[config.mk]
export PLATFORM = sky130hd
export DESIGN_NAME = scmd_regs
export DESIGN_NICKNAME = d
export VERILOG_FILES = /design/src/scmd_pkg.sv /design/src/scmd_div.sv /design/src/scmd_regs.sv
export SDC_FILE = /design/constraint.sdc
export NUM_CORES = 2
export LEC_CHECK = 0
export BUFFER_PORTS_ARGS = -buffer_cell sky130_fd_sc_hd__buf_2
export CAP_MARGIN = 20
export CORE_MARGIN = 5
export CORE_UTILIZATION = 40
export CTS_CLUSTER_SIZE = 40
export DETAILED_ROUTE_END_ITERATION = 6
export SYNTH_ARGS = -nofsm -noshare
export SYNTH_HDL_FRONTEND = slang
export SYNTH_SLANG_ARGS = --single-unit
export TNS_END_PERCENT = 20
[constraint.sdc]
create_clock -name i_clk -period 17.3 [get_ports i_clk]
set_input_delay 3.46 -clock i_clk [delete_from_list [all_inputs] [get_ports i_clk]]
set_output_delay 3.46 -clock i_clk [all_outputs]
set_load 0.1 [all_outputs]
[src/scmd_pkg.sv]
// Shared types, constants and register codes for the stereo chorus block.
package scmd_pkg;

    // Default sizing of the delay lines and samples
    localparam int DELAY_DEPTH_DEF = 4096;
    localparam int SAMPLE_BITS_DEF = 16;

    // Configuration port
    localparam int PADDR_W = 5;
    localparam int PDATA_W = 32;

    // Register field widths
    localparam int RATE_W  = 16;
    localparam int DEPTH_W = 16;
    localparam int MIX_W   = 16;
    localparam int SR_W    = 18;

    // Derived term widths
    localparam int BASE_W   = 28;
    localparam int SWEEP_W  = 27;
    localparam int PHASE_W  = 32;
    localparam int MAG_W    = 31;
    localparam int PAR_W    = 29;
    localparam int OFF_W    = 29;
    localparam int DLY_W    = 34;
    localparam int FRAC_W   = 16;

    // Serial divider widths
    localparam int DIV_NUM_W = 64;
    localparam int DIV_DEN_W = 45;

    // Sample rate limits
    localparam logic [SR_W-1:0] SR_MIN = 18'd8000;
    localparam logic [SR_W-1:0] SR_MAX = 18'd192000;

    // Refinement weight 0.225 in Q16
    localparam logic [14:0] REFINE_Q16 = 15'd14746;

    // Register reset values
    localparam logic [RATE_W-1:0]  RATE_RST  = 16'd19661;
    localparam logic [DEPTH_W-1:0] DEPTH_RST = 16'd32768;
    localparam logic [MIX_W-1:0]   MIX_RST   = 16'd32768;
    localparam logic [SR_W-1:0]    SR_RST    = 18'd48000;

    // Register indexes (byte address / 4)
    typedef enum logic [2:0] {
        REG_RATE   = 3'd0,
        REG_DEPTH  = 3'd1,
        REG_MIX    = 3'd2,
        REG_SR     = 3'd3,
        REG_IN_ST  = 3'd4,
        REG_OUT_ST = 3'd5
    } t_reg_idx;

    // Derived-term sequencer
    typedef enum logic [1:0] {
        SEQ_IDLE,
        SEQ_BASE,
        SEQ_SWEEP,
        SEQ_INC
    } t_seq_state;

    // Per-frame datapath sequencer
    typedef enum logic [3:0] {
        DP_IDLE,
        DP_ABS,
        DP_SQ,
        DP_REF,
        DP_CORR,
        DP_OFF,
        DP_POS,
        DP_RD0,
        DP_RD1,
        DP_RD2,
        DP_INTERP,
        DP_MIX_A,
        DP_MIX_B,
        DP_FIN
    } t_dp_state;

    // Settings and derived terms handed to the datapath
    typedef struct packed {
        logic               busy;
        logic [MIX_W-1:0]   mix;
        logic               in_stereo;
        logic               out_stereo;
        logic [BASE_W-1:0]  base;
        logic [SWEEP_W-1:0] sweep;
        logic [PHASE_W-1:0] inc;
    } t_cfg;

endpackage

[src/scmd_div.sv]
// Restoring serial divider, one quotient bit per cycle.
module scmd_div
    import scmd_pkg::*;
(
    input  logic                 i_clk,
    input  logic                 i_rst_n,
    input  logic                 i_start,
    input  logic [DIV_NUM_W-1:0] i_num,
    input  logic [DIV_DEN_W-1:0] i_den,
    output logic                 o_done,
    output logic [DIV_NUM_W-1:0] o_quo
);

    localparam int CNT_W = $clog2(DIV_NUM_W + 1);

    logic                 r_busy;
    logic                 r_done;
    logic [CNT_W-1:0]     r_cnt;
    logic [DIV_DEN_W-1:0] r_rem;
    logic [DIV_DEN_W-1:0] r_den;
    logic [DIV_NUM_W-1:0] r_q;

    logic [DIV_DEN_W:0]   trial;
    logic [DIV_DEN_W:0]   diff;
    logic                 ge;
    logic [DIV_DEN_W-1:0] n_rem;

    // one trial subtraction per step
    always_comb begin
        trial = {r_rem, r_q[DIV_NUM_W-1]};
        diff  = trial - {1'b0, r_den};
        ge    = (trial >= {1'b0, r_den});
        n_rem = ge ? diff[DIV_DEN_W-1:0] : trial[DIV_DEN_W-1:0];
    end

    // control
    always_ff @(posedge i_clk) begin
        if (!i_rst_n) begin
            r_busy <= 1'b0;
            r_done <= 1'b0;
            r_cnt  <= '0;
        end else begin
            r_done <= 1'b0;
            if (i_start) begin
                r_busy <= 1'b1;
                r_cnt  <= CNT_W'(DIV_NUM_W);
            end else if (r_busy) begin
                r_cnt <= r_cnt - CNT_W'(1);
                if (r_cnt == CNT_W'(1)) begin
                    r_busy <= 1'b0;
                    r_done <= 1'b1;
                end
            end
        end
    end

    // numerator shifts out as quotient shifts in
    always_ff @(posedge i_clk) begin
        if (i_start) begin
            r_q   <= i_num;
            r_rem <= '0;
            r_den <= i_den;
        end else if (r_busy) begin
            r_q   <= {r_q[DIV_NUM_W-2:0], ge};
            r_rem <= n_rem;
        end
    end

    assign o_done = r_done;
    assign o_quo  = r_q;

endmodule

[src/scmd_regs.sv]
// Configuration registers and sequencer for the derived delay and rate terms.
module scmd_regs
    import scmd_pkg::*;
(
    input  logic               i_clk,
    input  logic               i_rst_n,
    input  logic               psel,
    input  logic               penable,
    input  logic               pwrite,
    input  logic [PADDR_W-1:0] paddr,
    input  logic [PDATA_W-1:0] pwdata,
    output logic [PDATA_W-1:0] prdata,
    output logic               pready,
    output t_cfg               o_cfg
);

    // steps of the divide-by-1000 pipeline
    localparam logic [1:0]  STEP_NUM   = 2'd0;
    localparam logic [1:0]  STEP_RED   = 2'd1;
    localparam logic [1:0]  STEP_LAST  = 2'd2;
    // ceil(2^37 / 1000); exact for reduced terms below about 2.6e8
    localparam logic [27:0] RECIP_1000 = 28'd137438954;

    logic [RATE_W-1:0]  r_rate;
    logic [DEPTH_W-1:0] r_depth;
    logic [MIX_W-1:0]   r_mix;
    logic [SR_W-1:0]    r_sr;
    logic               r_in_st;
    logic               r_out_st;

    logic               r_dirty;
    t_seq_state         r_seq;
    t_seq_state         n_seq;
    logic [1:0]         r_step;
    logic [BASE_W-1:0]  r_base;
    logic [SWEEP_W-1:0] r_sweep;
    logic [PHASE_W-1:0] r_inc;

    logic [37:0]        r_dnum;
    logic [27:0]        r_dred;
    logic [27:0]        r_dhq;
    logic [55:0]        red_prod;
    logic [27:0]        red_quo;

    logic               wr;
    t_reg_idx           idx;
    logic [SR_W-1:0]    sr_sat;
    logic [19:0]        sweep_mul;
    logic [28:0]        rate_term;
    logic [37:0]        base_num;
    logic [37:0]        sweep_num;
    logic [DIV_NUM_W-1:0] inc_num;
    logic [DIV_DEN_W-1:0] inc_den;

    logic                 div_start;
    logic [DIV_NUM_W-1:0] div_num;
    logic [DIV_DEN_W-1:0] div_den;
    logic                 div_done;
    logic [DIV_NUM_W-1:0] div_quo;

    assign pready = 1'b1;
    assign wr     = psel & penable & pwrite;
    assign idx    = t_reg_idx'(paddr[4:2]);

    // register writes
    always_ff @(posedge i_clk) begin
        if (!i_rst_n) begin
            r_rate   <= RATE_RST;
            r_depth  <= DEPTH_RST;
            r_mix    <= MIX_RST;
            r_sr     <= SR_RST;
            r_in_st  <= 1'b1;
            r_out_st <= 1'b1;
        end else if (wr) begin
            unique case (idx)
                REG_RATE:   r_rate   <= pwdata[RATE_W-1:0];
                REG_DEPTH:  r_depth  <= pwdata[DEPTH_W-1:0];
                REG_MIX:    r_mix    <= pwdata[MIX_W-1:0];
                REG_SR:     r_sr     <= pwdata[SR_W-1:0];
                REG_IN_ST:  r_in_st  <= pwdata[0];
                REG_OUT_ST: r_out_st <= pwdata[0];
                default: ;
            endcase
        end
    end

    // read back
    always_comb begin
        unique case (idx)
            REG_RATE:   prdata = PDATA_W'(r_rate);
            REG_DEPTH:  prdata = PDATA_W'(r_depth);
            REG_MIX:    prdata = PDATA_W'(r_mix);
            REG_SR:     prdata = PDATA_W'(r_sr);
            REG_IN_ST:  prdata = PDATA_W'(r_in_st);
            REG_OUT_ST: prdata = PDATA_W'(r_out_st);
            default:    prdata = '0;
        endcase
    end

    // dividend and divisor terms
    always_comb begin
        if (r_sr < SR_MIN) begin
            sr_sat = SR_MIN;
        end else if (r_sr > SR_MAX) begin
            sr_sat = SR_MAX;
        end else begin
            sr_sat = r_sr;
        end
        sweep_mul = 20'd65536 + {1'b0, r_depth, 3'b000};
        rate_term = 29'd3276800 + 29'(r_rate) * 29'd5950;
        base_num  = 38'(sr_sat) * 38'd786432 + 38'd500;
        sweep_num = 38'(sr_sat) * 38'(sweep_mul) + 38'd500;
        inc_den   = DIV_DEN_W'(sr_sat) * DIV_DEN_W'(65536000);
        inc_num   = {3'b000, rate_term, 32'h0} + DIV_NUM_W'(inc_den >> 1);
        div_num   = inc_num;
        div_den   = inc_den;
    end

    // divide by 1000: N = H*2^20 + L = H*1048*1000 + (H*576 + L)
    always_comb begin
        red_prod = 56'(r_dred) * 56'(RECIP_1000);
        red_quo  = r_dhq + 28'(red_prod[55:37]);
    end

    // sequencer: rate divide runs while base and sweep are reduced
    always_comb begin
        n_seq     = r_seq;
        div_start = 1'b0;
        unique case (r_seq)
            SEQ_IDLE: begin
                if (r_dirty) begin
                    div_start = 1'b1;
                    n_seq     = SEQ_BASE;
                end
            end
            SEQ_BASE: begin
                if (r_step == STEP_LAST) begin
                    n_seq = SEQ_SWEEP;
                end
            end
            SEQ_SWEEP: begin
                if (r_step == STEP_LAST) begin
                    n_seq = SEQ_INC;
                end
            end
            SEQ_INC: begin
                if (div_done) begin
                    n_seq = SEQ_IDLE;
                end
            end
            default: n_seq = SEQ_IDLE;
        endcase
    end

    always_ff @(posedge i_clk) begin
        if (!i_rst_n) begin
            r_seq   <= SEQ_IDLE;
            r_step  <= STEP_NUM;
            r_dirty <= 1'b1;
        end else begin
            r_seq <= n_seq;
            if ((r_seq == SEQ_BASE || r_seq == SEQ_SWEEP) && r_step != STEP_LAST) begin
                r_step <= r_step + 2'd1;
            end else begin
                r_step <= STEP_NUM;
            end
            if (wr) begin
                r_dirty <= 1'b1;
            end else if (r_seq == SEQ_IDLE) begin
                r_dirty <= 0;
            end
        end
    end

    // reduction pipeline and quotient capture
    always_ff @(posedge i_clk) begin
        if (r_seq == SEQ_BASE || r_seq == SEQ_SWEEP) begin
            unique case (r_step)
                STEP_NUM: r_dnum <= (r_seq == SEQ_BASE) ? base_num : sweep_num;
                STEP_RED: begin
                    r_dred <= 28'(r_dnum[37:20]) * 28'd576 + 28'(r_dnum[19:0]);
                    r_dhq  <= 28'(r_dnum[37:20]) * 28'd1048;
                end
                default: begin
                    if (r_seq == SEQ_BASE) begin
                        r_base <= red_quo;
                    end else begin
                        r_sweep <= red_quo[SWEEP_W-1:0];
                    end
                end
            endcase
        end
        if (div_done && r_seq == SEQ_INC) begin
            r_inc <= div_quo[PHASE_W-1:0];
        end
    end

    scmd_div u_div (
        .i_clk   (i_clk),
        .i_rst_n (i_rst_n),
        .i_start (div_start),
        .i_num   (div_num),
        .i_den   (div_den),
        .o_done  (div_done),
        .o_quo   (div_quo)
    );

    assign o_cfg.busy       = r_dirty | (r_seq != SEQ_IDLE);
    assign o_cfg.mix        = r_mix;
    assign o_cfg.in_stereo  = r_in_st;
    assign o_cfg.out_stereo = r_out_st;
    assign o_cfg.base       = r_base;
    assign o_cfg.sweep      = r_sweep;
    assign o_cfg.inc        = r_inc;

endmodule

==> impl_metrics.py <==
metrics = {
    "clock_tree": {
        "cts_resized": 0,
        "ctsLongestPathBuffers": 3,
        "htreeDepth": 2,
        "cts_root_buf": "clkbuf_16",
        "ctsHoldBuffers": 0,
        "cts_made_buffers": 47,
        "cts_tree": "built",
        "cts.sinks": 388,
        "clkLatencyLatePin_ps": 660,
        "cts.clk_slew.worst_paths_ps": 60,
        "post_cts_buffers": 0,
    },
    "sta": {
        "fin_setup_tns_ps": 0,
        "whs_ps": 422.2,
        "max-slew-margin-rel_pct": 29.16,
        "period_needed_ps": 9679,
        "setup_ws_ps": 7621,
        "skew_ps": 63.54,
        "hold_violations": 0,
        "fmax_ghz": 0.1033,
        "rsz0062_at_grt": "no",
        "final_max_slew_viol_count": 0,
        "fin_crit_sh_pct": 55.95,
        "setup_viol_count_final": 0,
        "worstMarginPinSlew_ps": 1055,
    },
    "worst_setup_path": {
        "startpoint_type": "flip-flop",
        "critPathMostFrequentCell": "inv_1",
        "cp_slowest_cell": "edfxtp_1",
        "cp_slowest_stage_delay_ps": 640,
        "r2r_start": "r_dred[17]",
        "critPathKind": "flip-flop to flip-flop",
        "worstPathRequired_ps": 17650,
        "crit_arrival_ps": 10030,
        "crit_path_end_kind": "flip-flop",
        "rrSetupSlack_ps": 7620,
        "rr_endpoint": "r_sweep[23]",
        "worstPathMaxFanout": 8,
        "crit_family": "adder cells",
        "critPathBufInv": 6,
        "r2r.worst_path.cells": 35,
    },
    "grt": {
        "use_met1_pct": 24.98,
        "grt_pass1_wl_um": 192800,
        "gr-total-overflow": 0,
        "antenna_found_initial": 6,
        "grt_use_met3_pct": 2.353,
        "grt_max_degree": 78,
        "track_usage_pct": 18.35,
        "grt_pass1_vias": 35851,
        "use_met2_pct": 30.77,
        "busiest_layer": "met2",
    },
    "logic_synthesis": {
        "synth_edf_count": 261,
        "synth_top_area_cell": "fa_1",
        "ys_seq_elements": 388,
        "yosysSeqAreaShare_pct": 21.03,
        "syn_area_per_cell_um2": 9.652,
        "yosysWarnings": 0,
        "synth.top_cell.area_share_pct": 25.59,
        "ys_top_cells_by_area": "fa_1, ha_1, edfxtp_1",
        "synth.distinct_cells": 108,
        "synth_area_um2": 49360,
        "ys.flop_type": "edfxtp_1",
        "synthArstFlopShare_pct": 0,
        "synth_cells": 5114,
    },
    "placement": {
        "portBuffers": 149,
        "hpwl_um": 93800,
        "dpl.cell_count": 6791,
        "globalplace.congestion": 0.8708,
        "pre_cts_ws_ps": 7670,
    },
    "min_path": {
        "min_path_type": "flip-flop to flip-flop",
        "holdPathEnd": "r_inc[26]",
        "hold_path_startpoint": "u_div.o_quo[26]",
        "hold_depth": 0,
    },
    "die": {
        "dieHeight_um": 361.3,
        "num_io_pins": 181,
        "initial_core_util_pct": 40.40,
        "rows": 128,
        "dieArea_um2": 130500,
        "die_x_um": 361.3,
        "coreArea_um2": 122200,
    },
    "detailed_routing": {
        "first_pass_iters": 5,
        "drtIter0Drc": 1866,
        "dr_total_vias": 34644,
        "viasPerCell": 5.035,
        "drt-total-wl_um": 118200,
        "wl_per_cell_um": 17.18,
        "route.antenna.remaining_nets": 0,
        "drc": 0,
    },
    "run": {
        "maxCapViolations": 0,
    },
    "finish": {
        "final_common_cell": "inv_1",
        "final_nets": 6590,
        "drive_above_1_share_pct": 6.757,
        "layout.cells.non_filler": 6880,
        "syn2layout_area_growth_pct": 8.347,
        "final_cell_mix": "inv_1, ha_1, fa_1, nand2_1, edfxtp_1",
    },
    "run_status": {
        "status": "complete, no violations",
    },
}
-- cells in the mapped netlist (27+ instances only) --
master	n
nor2_1	198
nand4_1	35
xor2_1	65
and2_1	93
fa_1	631
nor2b_1	74
nand2b_1	47
a21oi_1	221
nor3_1	31
xnor2_1	138
mux2i_1	37
a21o_1	64
a211oi_1	27
clkbuf_1	110
nand3_1	70
edfxtp_1	261
nand2_1	522
inv_1	1097
and3_1	33
dfxtp_1	127
ha_1	702
o21ai_0	124
-- cell type report --
cell class | count | area (µm²)
clock inverters | 19 | 211.5
flip-flops and latches | 388 | 10380
diodes | 1 | 2.502
repair buffers | 189 | 1046
fillers | 11749 | 68710
multi-input cells | 3489 | 34320
inverters | 1100 | 4129
well taps | 1625 | 2033
clock buffers | 69 | 1363
-- how the worst max path moves through the flow --
stage                     startpoint               to  slack, ps  depth (start not counted)
after global placement    r_dred[17]       r_base[23]       7720                         35
after detailed placement  r_dred[26]      r_sweep[23]       7670                         35
final                     r_dred[17]      r_sweep[23]       7620                         35
after floorplan             paddr[2]       prdata[10]       7770                          5
after CTS                 r_dred[17]       r_base[23]       7600                         35
after global routing         r_sr[0]  u_div.o_quo[60]       6960                         38
-- state kept, by name, summed over array words and instances, names as in the netlist, 7 cells and up --
name         cells
u_div.r_den     25
u_div.r_cnt      7
r_inc           32
r_sr            18
r_dhq           25
r_dred          25
u_div.o_quo     64
r_base          28
r_mix           16
r_dnum          35
r_rate          16
u_div.r_rem     45
r_depth         16
r_sweep         27
-- stage by stage --
stage               instance area [µm²]  utilization, %
CTS                               53480           43.77
finish                            53480           43.77
global route                      53480           43.77
global placement                  51910           42.48
detailed placement                51910           42.48
floorplan                         49410               -
-- layer usage --
layer,share of wire [%],vias to the layer above
met4,3.1,2
li1,-,16700
met2,47,699
met1,45,17069
met5,0.0059,-
met3,4.7,174
-- worst register-to-register path, delay by kind of cell, from the launching register on --
kind            cells  cell delay, ps
flops               1             640
buf+inv             6             360
xor+xnor            1             180
fa+ha+maj           9            3890
simple gates        4             510
compound gates     15            3830
-- logic make-up (layout without fill, tap and decap cells) --
logic type | count (synthesis) | in the layout | synth area share, %
mux | 58 | 58 | 1.602
xor+xnor | 206 | 206 | 3.724
other cells | 2 | 16 | 0.01521
buf+inv | 1250 | 1377 | 9.673
fa+ha+maj | 1335 | 1335 | 43.43
simple gates | 1203 | 1203 | 11.67
flops | 388 | 388 | 21.03
compound gates | 672 | 672 | 8.859
Power is left out: the tool's default activity adds up to more than one toggle a clock period on the data nets, which glitch-free logic cannot reach.
